`src/pnorm_pkg.sv`:
```
`timescale 1ns / 1ps
// ----------------------------------------------------------------------------
// pnorm_pkg
// Shared widths, payload types, state and command types of the point set
// normalizer.
// ----------------------------------------------------------------------------
package pnorm_pkg;

   localparam int MAX_POINTS = 64;

   localparam int COORD_W    = 16;
   localparam int CNT_W      = $clog2(MAX_POINTS + 1);
   localparam int IDX_W      = $clog2(MAX_POINTS);
   localparam int SUM_W      = COORD_W + $clog2(MAX_POINTS);
   localparam int DIFF_W     = SUM_W + 1;
   localparam int DEV_W      = SUM_W + IDX_W;
   localparam int SCALE_W    = 24;
   localparam int NORM_W     = 16;
   localparam int OFF_W      = 32;
   localparam int PROD_W     = SUM_W + SCALE_W;
   localparam int DIVIDEND_W = PROD_W + 1;
   localparam int NN_W       = 2 * CNT_W;
   localparam int ENTRY_W    = 2 * COORD_W;

   localparam logic [SCALE_W-1:0] SCALE_MAX = {SCALE_W{1'b1}};

   typedef struct packed {
      logic [COORD_W-1:0] point_x;
      logic [COORD_W-1:0] point_y;
      logic               set_end;
   } req_type;

   typedef struct packed {
      logic signed [NORM_W-1:0] norm_x;
      logic signed [NORM_W-1:0] norm_y;
      logic [SCALE_W-1:0]       scale_x;
      logic [SCALE_W-1:0]       scale_y;
      logic signed [OFF_W-1:0]  offset_x;
      logic signed [OFF_W-1:0]  offset_y;
      logic                     run_end;
      logic                     degenerate;
      logic                     overflowed;
   } rsp_type;

   typedef enum logic [4:0] {
      ST_LOAD, ST_DEV_RD, ST_DEV_SUB, ST_DEV_ACC,
      ST_SCX_GO, ST_SCX_WAIT, ST_SCY_GO, ST_SCY_WAIT,
      ST_OFF_MUL, ST_OFX_GO, ST_OFX_WAIT, ST_OFY_GO, ST_OFY_WAIT,
      ST_EM_RD, ST_EM_SUB, ST_EM_MUL, ST_NX_GO, ST_NX_WAIT,
      ST_NY_GO, ST_NY_WAIT, ST_EM_OUT
   } state_type;

   typedef enum logic [2:0] {
      DIV_SCX, DIV_SCY, DIV_OFX, DIV_OFY, DIV_NX, DIV_NY
   } div_op_type;

   typedef struct packed {
      logic       load;
      logic       pass_init;
      logic       sub;
      logic       dev_acc;
      logic       off_mul;
      logic       em_mul;
      logic       div_start;
      logic       div_capture;
      div_op_type div_op;
      logic       idx_inc;
      logic       set_clear;
   } cmd_type;

   typedef struct packed {
      logic idx_last;
      logic div_done;
   } status_type;

endpackage

```
`src/pnorm_ctrl.sv`:
```
`timescale 1ns / 1ps
// ----------------------------------------------------------------------------
// pnorm_ctrl
// Sequencer: load, deviation pass, scale and offset divisions, emit pass.
// ----------------------------------------------------------------------------
module pnorm_ctrl
   import pnorm_pkg::*;
(
   input  logic       clock,
   input  logic       reset,
   input  logic       start,
   input  logic       set_end,
   input  status_type status,
   output cmd_type    cmd,
   output logic       busy,
   output logic       rsp_strobe
);

   state_type state_ff, state_in;

   always_ff @(posedge clock) begin
      if (reset) begin
         state_ff <= ST_LOAD;
      end else begin
         state_ff <= state_in;
      end
   end

   // next state and commands
   always_comb begin
      state_in   = state_ff;
      cmd        = '0;
      cmd.div_op = DIV_SCX;
      busy       = 1'b1;
      rsp_strobe = 1'b0;
      unique case (state_ff)
         ST_LOAD: begin
            busy = 1'b0;
            if (start) begin
               cmd.load = 1'b1;
               if (set_end) begin
                  cmd.pass_init = 1'b1;
                  state_in      = ST_DEV_RD;
               end
            end
         end
         ST_DEV_RD:  state_in = ST_DEV_SUB;
         ST_DEV_SUB: begin
            cmd.sub  = 1'b1;
            state_in = ST_DEV_ACC;
         end
         ST_DEV_ACC: begin
            cmd.dev_acc = 1'b1;
            if (status.idx_last) begin
               state_in = ST_SCX_GO;
            end else begin
               cmd.idx_inc = 1'b1;
               state_in    = ST_DEV_RD;
            end
         end
         ST_SCX_GO: begin
            cmd.div_start = 1'b1;
            state_in      = ST_SCX_WAIT;
         end
         ST_SCX_WAIT: begin
            if (status.div_done) begin
               cmd.div_capture = 1'b1;
               state_in        = ST_SCY_GO;
            end
         end
         ST_SCY_GO: begin
            cmd.div_op    = DIV_SCY;
            cmd.div_start = 1'b1;
            state_in      = ST_SCY_WAIT;
         end
         ST_SCY_WAIT: begin
            cmd.div_op = DIV_SCY;
            if (status.div_done) begin
               cmd.div_capture = 1'b1;
               state_in        = ST_OFF_MUL;
            end
         end
         ST_OFF_MUL: begin
            cmd.off_mul = 1'b1;
            state_in    = ST_OFX_GO;
         end
         ST_OFX_GO: begin
            cmd.div_op    = DIV_OFX;
            cmd.div_start = 1'b1;
            state_in      = ST_OFX_WAIT;
         end
         ST_OFX_WAIT: begin
            cmd.div_op = DIV_OFX;
            if (status.div_done) begin
               cmd.div_capture = 1'b1;
               state_in        = ST_OFY_GO;
            end
         end
         ST_OFY_GO: begin
            cmd.div_op    = DIV_OFY;
            cmd.div_start = 1'b1;
            state_in      = ST_OFY_WAIT;
         end
         ST_OFY_WAIT: begin
            cmd.div_op = DIV_OFY;
            if (status.div_done) begin
               cmd.div_capture = 1'b1;
               cmd.pass_init   = 1'b1;
               state_in        = ST_EM_RD;
            end
         end
         ST_EM_RD:  state_in = ST_EM_SUB;
         ST_EM_SUB: begin
            cmd.sub  = 1'b1;
            state_in = ST_EM_MUL;
         end
         ST_EM_MUL: begin
            cmd.em_mul = 1'b1;
            state_in   = ST_NX_GO;
         end
         ST_NX_GO: begin
            cmd.div_op    = DIV_NX;
            cmd.div_start = 1'b1;
            state_in      = ST_NX_WAIT;
         end
         ST_NX_WAIT: begin
            cmd.div_op = DIV_NX;
            if (status.div_done) begin
               cmd.div_capture = 1'b1;
               state_in        = ST_NY_GO;
            end
         end
         ST_NY_GO: begin
            cmd.div_op    = DIV_NY;
            cmd.div_start = 1'b1;
            state_in      = ST_NY_WAIT;
         end
         ST_NY_WAIT: begin
            cmd.div_op = DIV_NY;
            if (status.div_done) begin
               cmd.div_capture = 1'b1;
               state_in        = ST_EM_OUT;
            end
         end
         ST_EM_OUT: begin
            rsp_strobe = 1'b1;
            if (status.idx_last) begin
               cmd.set_clear = 1'b1;
               state_in      = ST_LOAD;
            end else begin
               cmd.idx_inc = 1'b1;
               state_in    = ST_EM_RD;
            end
         end
         default: state_in = ST_LOAD;
      endcase
   end

   a_last_returns : assert property (@(posedge clock) disable iff (reset)
      (state_ff == ST_EM_OUT && status.idx_last) |=> state_ff == ST_LOAD)
      else $error("sequencer did not return to load after last result");

   a_close_starts_pass : assert property (@(posedge clock) disable iff (reset)
      (start && !busy && set_end) |=> state_ff == ST_DEV_RD)
      else $error("closing point did not start deviation pass");

   a_strobe_after_div : assert property (@(posedge clock) disable iff (reset)
      rsp_strobe |-> $past(state_ff) == ST_NY_WAIT)
      else $error("result strobe without finished normalization");

endmodule

```
`config.mk`:
```
export PLATFORM = sky130hd
export DESIGN_NAME = pnorm_ctrl
export DESIGN_NICKNAME = d
export VERILOG_FILES = /design/src/pnorm_pkg.sv /design/src/pnorm_ctrl.sv
export SDC_FILE = /design/constraint.sdc
export NUM_CORES = 1
export LEC_CHECK = 0
export ABC_AREA = 1
export ABC_CLOCK_PERIOD_IN_PS = 1260
export BUFFER_PORTS_ARGS = -buffer_cell sky130_fd_sc_hd__buf_2
export CORE_AREA = 3 3 44 46
export DETAILED_ROUTE_END_ITERATION = 8
export DIE_AREA = 0 0 47 49
export GPL_ROUTABILITY_DRIVEN = 1
export PLACE_DENSITY = 0.69
export SLEW_MARGIN = 20
export SYNTH_ARGS = -nofsm -noshare
export SYNTH_HDL_FRONTEND = slang
export SYNTH_SLANG_ARGS = --single-unit
```
`constraint.sdc`:
```
create_clock -name clock -period 1.26 [get_ports clock]
set_clock_uncertainty 0.1 [all_clocks]
set_input_delay 0.126 -clock clock [delete_from_list [all_inputs] [get_ports clock]]
set_output_delay 0.126 -clock clock [all_outputs]
set_load 0.02 [all_outputs]
```
==> key figures <==
Status
  • Status: finished, violations left
  • Failing checks: setup timing

Yosys
  • Largest family of logic cells by synthesized area: simple AND/OR/NAND/NOR gates
  • Register area share after synthesis: 0.162
  • Post-synth EDFFs: 0
  • Synth area leader: nand2_1
  • Ys async rst share: 0
  • Synth Area in Compound Gates: 0.108
  • Adder-Cell Fraction of Synth Area: 0
  • Synth Area in Simple Gates: 0.568
  • Synth unique cells: 19
  • Xor and xnor area share after synthesis: 0
  • Synth top area share: 0.219
  • Cell count after synthesis: 121
  • Post-synth top flop: dfxtp_1
  • Commonest cells post-synth: nand2_1, nor2_1, inv_1
  • Count leader, synth: nand2_1
  • Yosys warns: 0
  • Synth Register Bits: 5
  • Mean Syn Cell Area: slightly above 5 sq um
  • Syn nets: about 130
  • Multiplexer share of the synthesized area: 0
  • Largest cells by area after synthesis: nand2_1, dfxtp_1, nor2_1
  • Mapped cell area: 617 sq um

Route
  • Drt pass-1 iters: 4
  • DRT iter0 DRCs: 54
  • DR vias: ~1,200
  • DRC errors left: 0
  • Vias/cell: between 6 and 7
  • Post-Route WL: roughly 3.9 mm
  • Antenna viol nets, final: 0
  • DR WL/cell: 19.5 um

Timing
  • Final Critical Period: between 1.5 and 2 ns
  • Final Max Tran Viols: 0
  • Count of final hold-check violations: 0
  • Measured slew at the worst slew-check pin: 0.259 ns
  • Final Setup Violations: 20
  • RSZ-0062 raised after global routing: yes
  • Peak Freq: 0.569 GHz
  • Setup WS post-layout: -0.498 ns
  • Tcrit/Tclk final: 1.40
  • Slew headroom: 0.826

Clocking
  • # H-tree levels: 1
  • Max Buffers Root-to-Sink: 2
  • Clock latency on the worst-skew pair: approximately 0.25 ns
  • Clock Sinks: 5
  • CTS tree: yes
  • Num CTS Buffers: 3
  • CTS root buffer: clkbuf_4
  • Reg clk slew, reported paths: about 0.05 ns

Worst hold path
  • Hold WC Path Type: input port to flip-flop
  • Worst Min Path Start: status[1]

Layout
  • Regs by FF count: state_ff (5)
  • Cell Count, Final, Fillers Out: 201
  • Max reg flops: 5
  • Final nets: ~190
  • FF/Latch Area: 119 sq um
  • Area taken by multi-input logic gates: 673 sq um
  • Filler cells: 46
  • Most flops, register: state_ff
  • Layout area overhead: 138%
  • Layout cell share with drive strength beyond 1: 0.681
  • Ant diodes: 0

Critical path
  • Crit-path slowest cell: dfxtp_4
  • Req. time, crit path: 1.03 ns
  • Critical-path cell list: nor2_4, nand2_1, nor2_1, nor2_1, a21oi_2, buf_4
  • Setup CP Type: flip-flop to primary output
  • Top cell by count, worst path: nor2_1
  • Worst setup path startpoint: state_ff[0]
  • Worst path bufs/invs: 1
  • Startpoint Class: flip-flop
  • Crit path DAT: around 1.5 ns
  • Setup crit end kind: primary output
  • Crit path max-delay family: simple AND/OR/NAND/NOR gates
  • Reg2reg start: state_ff[0]
  • Crit-path max cell delay: 0.39 ns
  • Crit Path Max Fanout: 8

Power
  • Lkg Pwr: about 0.75 nW
  • Total Power Consumption: 1.59 mW
  • Power Dens Cells: 1090 nW/um^2
  • Worst vdd ir: 795 uV

Global routing
  • Global routing usage on met1: 0.330
  • Gr usage total: 0.304
  • GR Util met3: 0.0738
  • Vias in the first global route: between 1,000 and 1,500
  • Initial antenna violation count: 0
  • First-pass GRT wire length: ~5 mm
  • GRT overflow: 0
  • Largest net degree at the start of global routing: 9
  • Met2 Track Usage GR: 0.511
  • Grt peak-use layer: met2

Place
  • DPL Wire Length: roughly 1.7 mm
  • Port bufs: 20
  • Pre-CTS setup slack: -0.258 ns
  • Placer congestion estimate: roughly 0.93
  • Placed cell count: between 150 and 200

Job
  • Max_cap viols: 0

Die
  • Core Box Area: 1540 sq um
  • Die height: 49 um
  • Starting Density: 0.400
  • Number of I/O pins: 21
  • Die ar.: 2300 sq um
  • Die W: ~47 um
  • Site row count: 14
## layout make-up
cell class / instances / share of cell area
clock buffers: 4 / 0.0179
inverters: 21 / 0.0658
multi-input cells: 93 / 0.459
flip-flops and latches: 5 / 0.0811
well taps: 16 / 0.0137
repair buffers: 62 / 0.362
## cell families (layout without fill, tap and decap cells)
kind of cell	Yosys count	count (layout)
AO/OA/AOI/OAI	12	12
flip-flops	5	5
buffers and inverters	23	87
AND/OR/NAND/NOR	81	81
## worst register-to-register path: stages (launching register included)
cell and delay [ns]:
dfxtp_4 0.39, buf_4 0.15, nand2_1 0.15, nor2_1 0.10, nand3_1 0.08, nand2_1 0.06, inv_1 0.05, nand2_1 0.05
nor2_2 0.16, nand2_1 0.13, a21oi_2 0.12
## timing repair
item                                   4_1_cts  5_1_grt
gates resized for setup                     55       36
buffers inserted                            15       10
pin swaps                                   21       17
hold buffers                                 1        0
setup endpoints to repair                   19       20
endpoints found under the hold margin        2        0
## report_power, final
part           internal [mW]  switching, mW  total (mW)
sequential             0.194         0.0910       0.285
combinational          0.454          0.659        1.11
clock                  0.120         0.0734       0.194
total                  0.769          0.824        1.59
## cell usage in the layout, fill, tap and decap left out
cell	count
nand2_1	17
nand3_1	8
a21oi_1	2
dlygate4sd3_1	1
nand3_2	4
buf_4	37
dfxtp_4	5
a22oi_1	1
buf_2	5
nand2_4	8
buf_6	18
nor2_1	13
clkinv_1	1
o22ai_4	1
o21ai_0	1
inv_8	1
nand4_1	3
buf_8	1
a21oi_2	4
clkbuf_4	3
clkbuf_1	1
inv_2	5
o21ai_4	1
nand2_2	13
a21oi_4	1
nor2_4	9
inv_1	10
inv_4	4
nand3_4	3
nor2_2	3
a21o_1	1
## layer usage
layer | share of wire | routed length [um]
met1 | 0.33 | 1290
met2 | 0.47 | 1860
met3 | 0.12 | 468
met4 | 0.079 | 310
met5 | 0 | 0
## path summary, 6_finish.rpt
| check | to | slack (ns) | depth (start not counted) |
|---|---|---|---|
| max reg2reg | state_ff[2] | -0.34 | 10 |
| min reg2reg | state_ff[2] | 0.44 | 2 |
| min | state_ff[2] | 0.29 | 5 |
| max | cmd[5] | -0.50 | 6 |
## metrics by stage
| stage | util | TNS, ns | hold WS [ns] | area [sq um] |
|---|---|---|---|---|
| finish | 0.950 | -6.38 | 0.291 | 1470 |
| global route | 0.950 | -7.52 | 0.282 | 1470 |
| CTS | 0.838 | -5.00 | 0.206 | 1290 |
| detailed placement | 0.638 | -1.89 | 0.258 | 983 |
| global placement | 0.638 | -1.71 | 0.244 | 983 |
| floorplan | - | -0.230 | 0.0854 | 731 |
(Power assumes the default switching activity.)
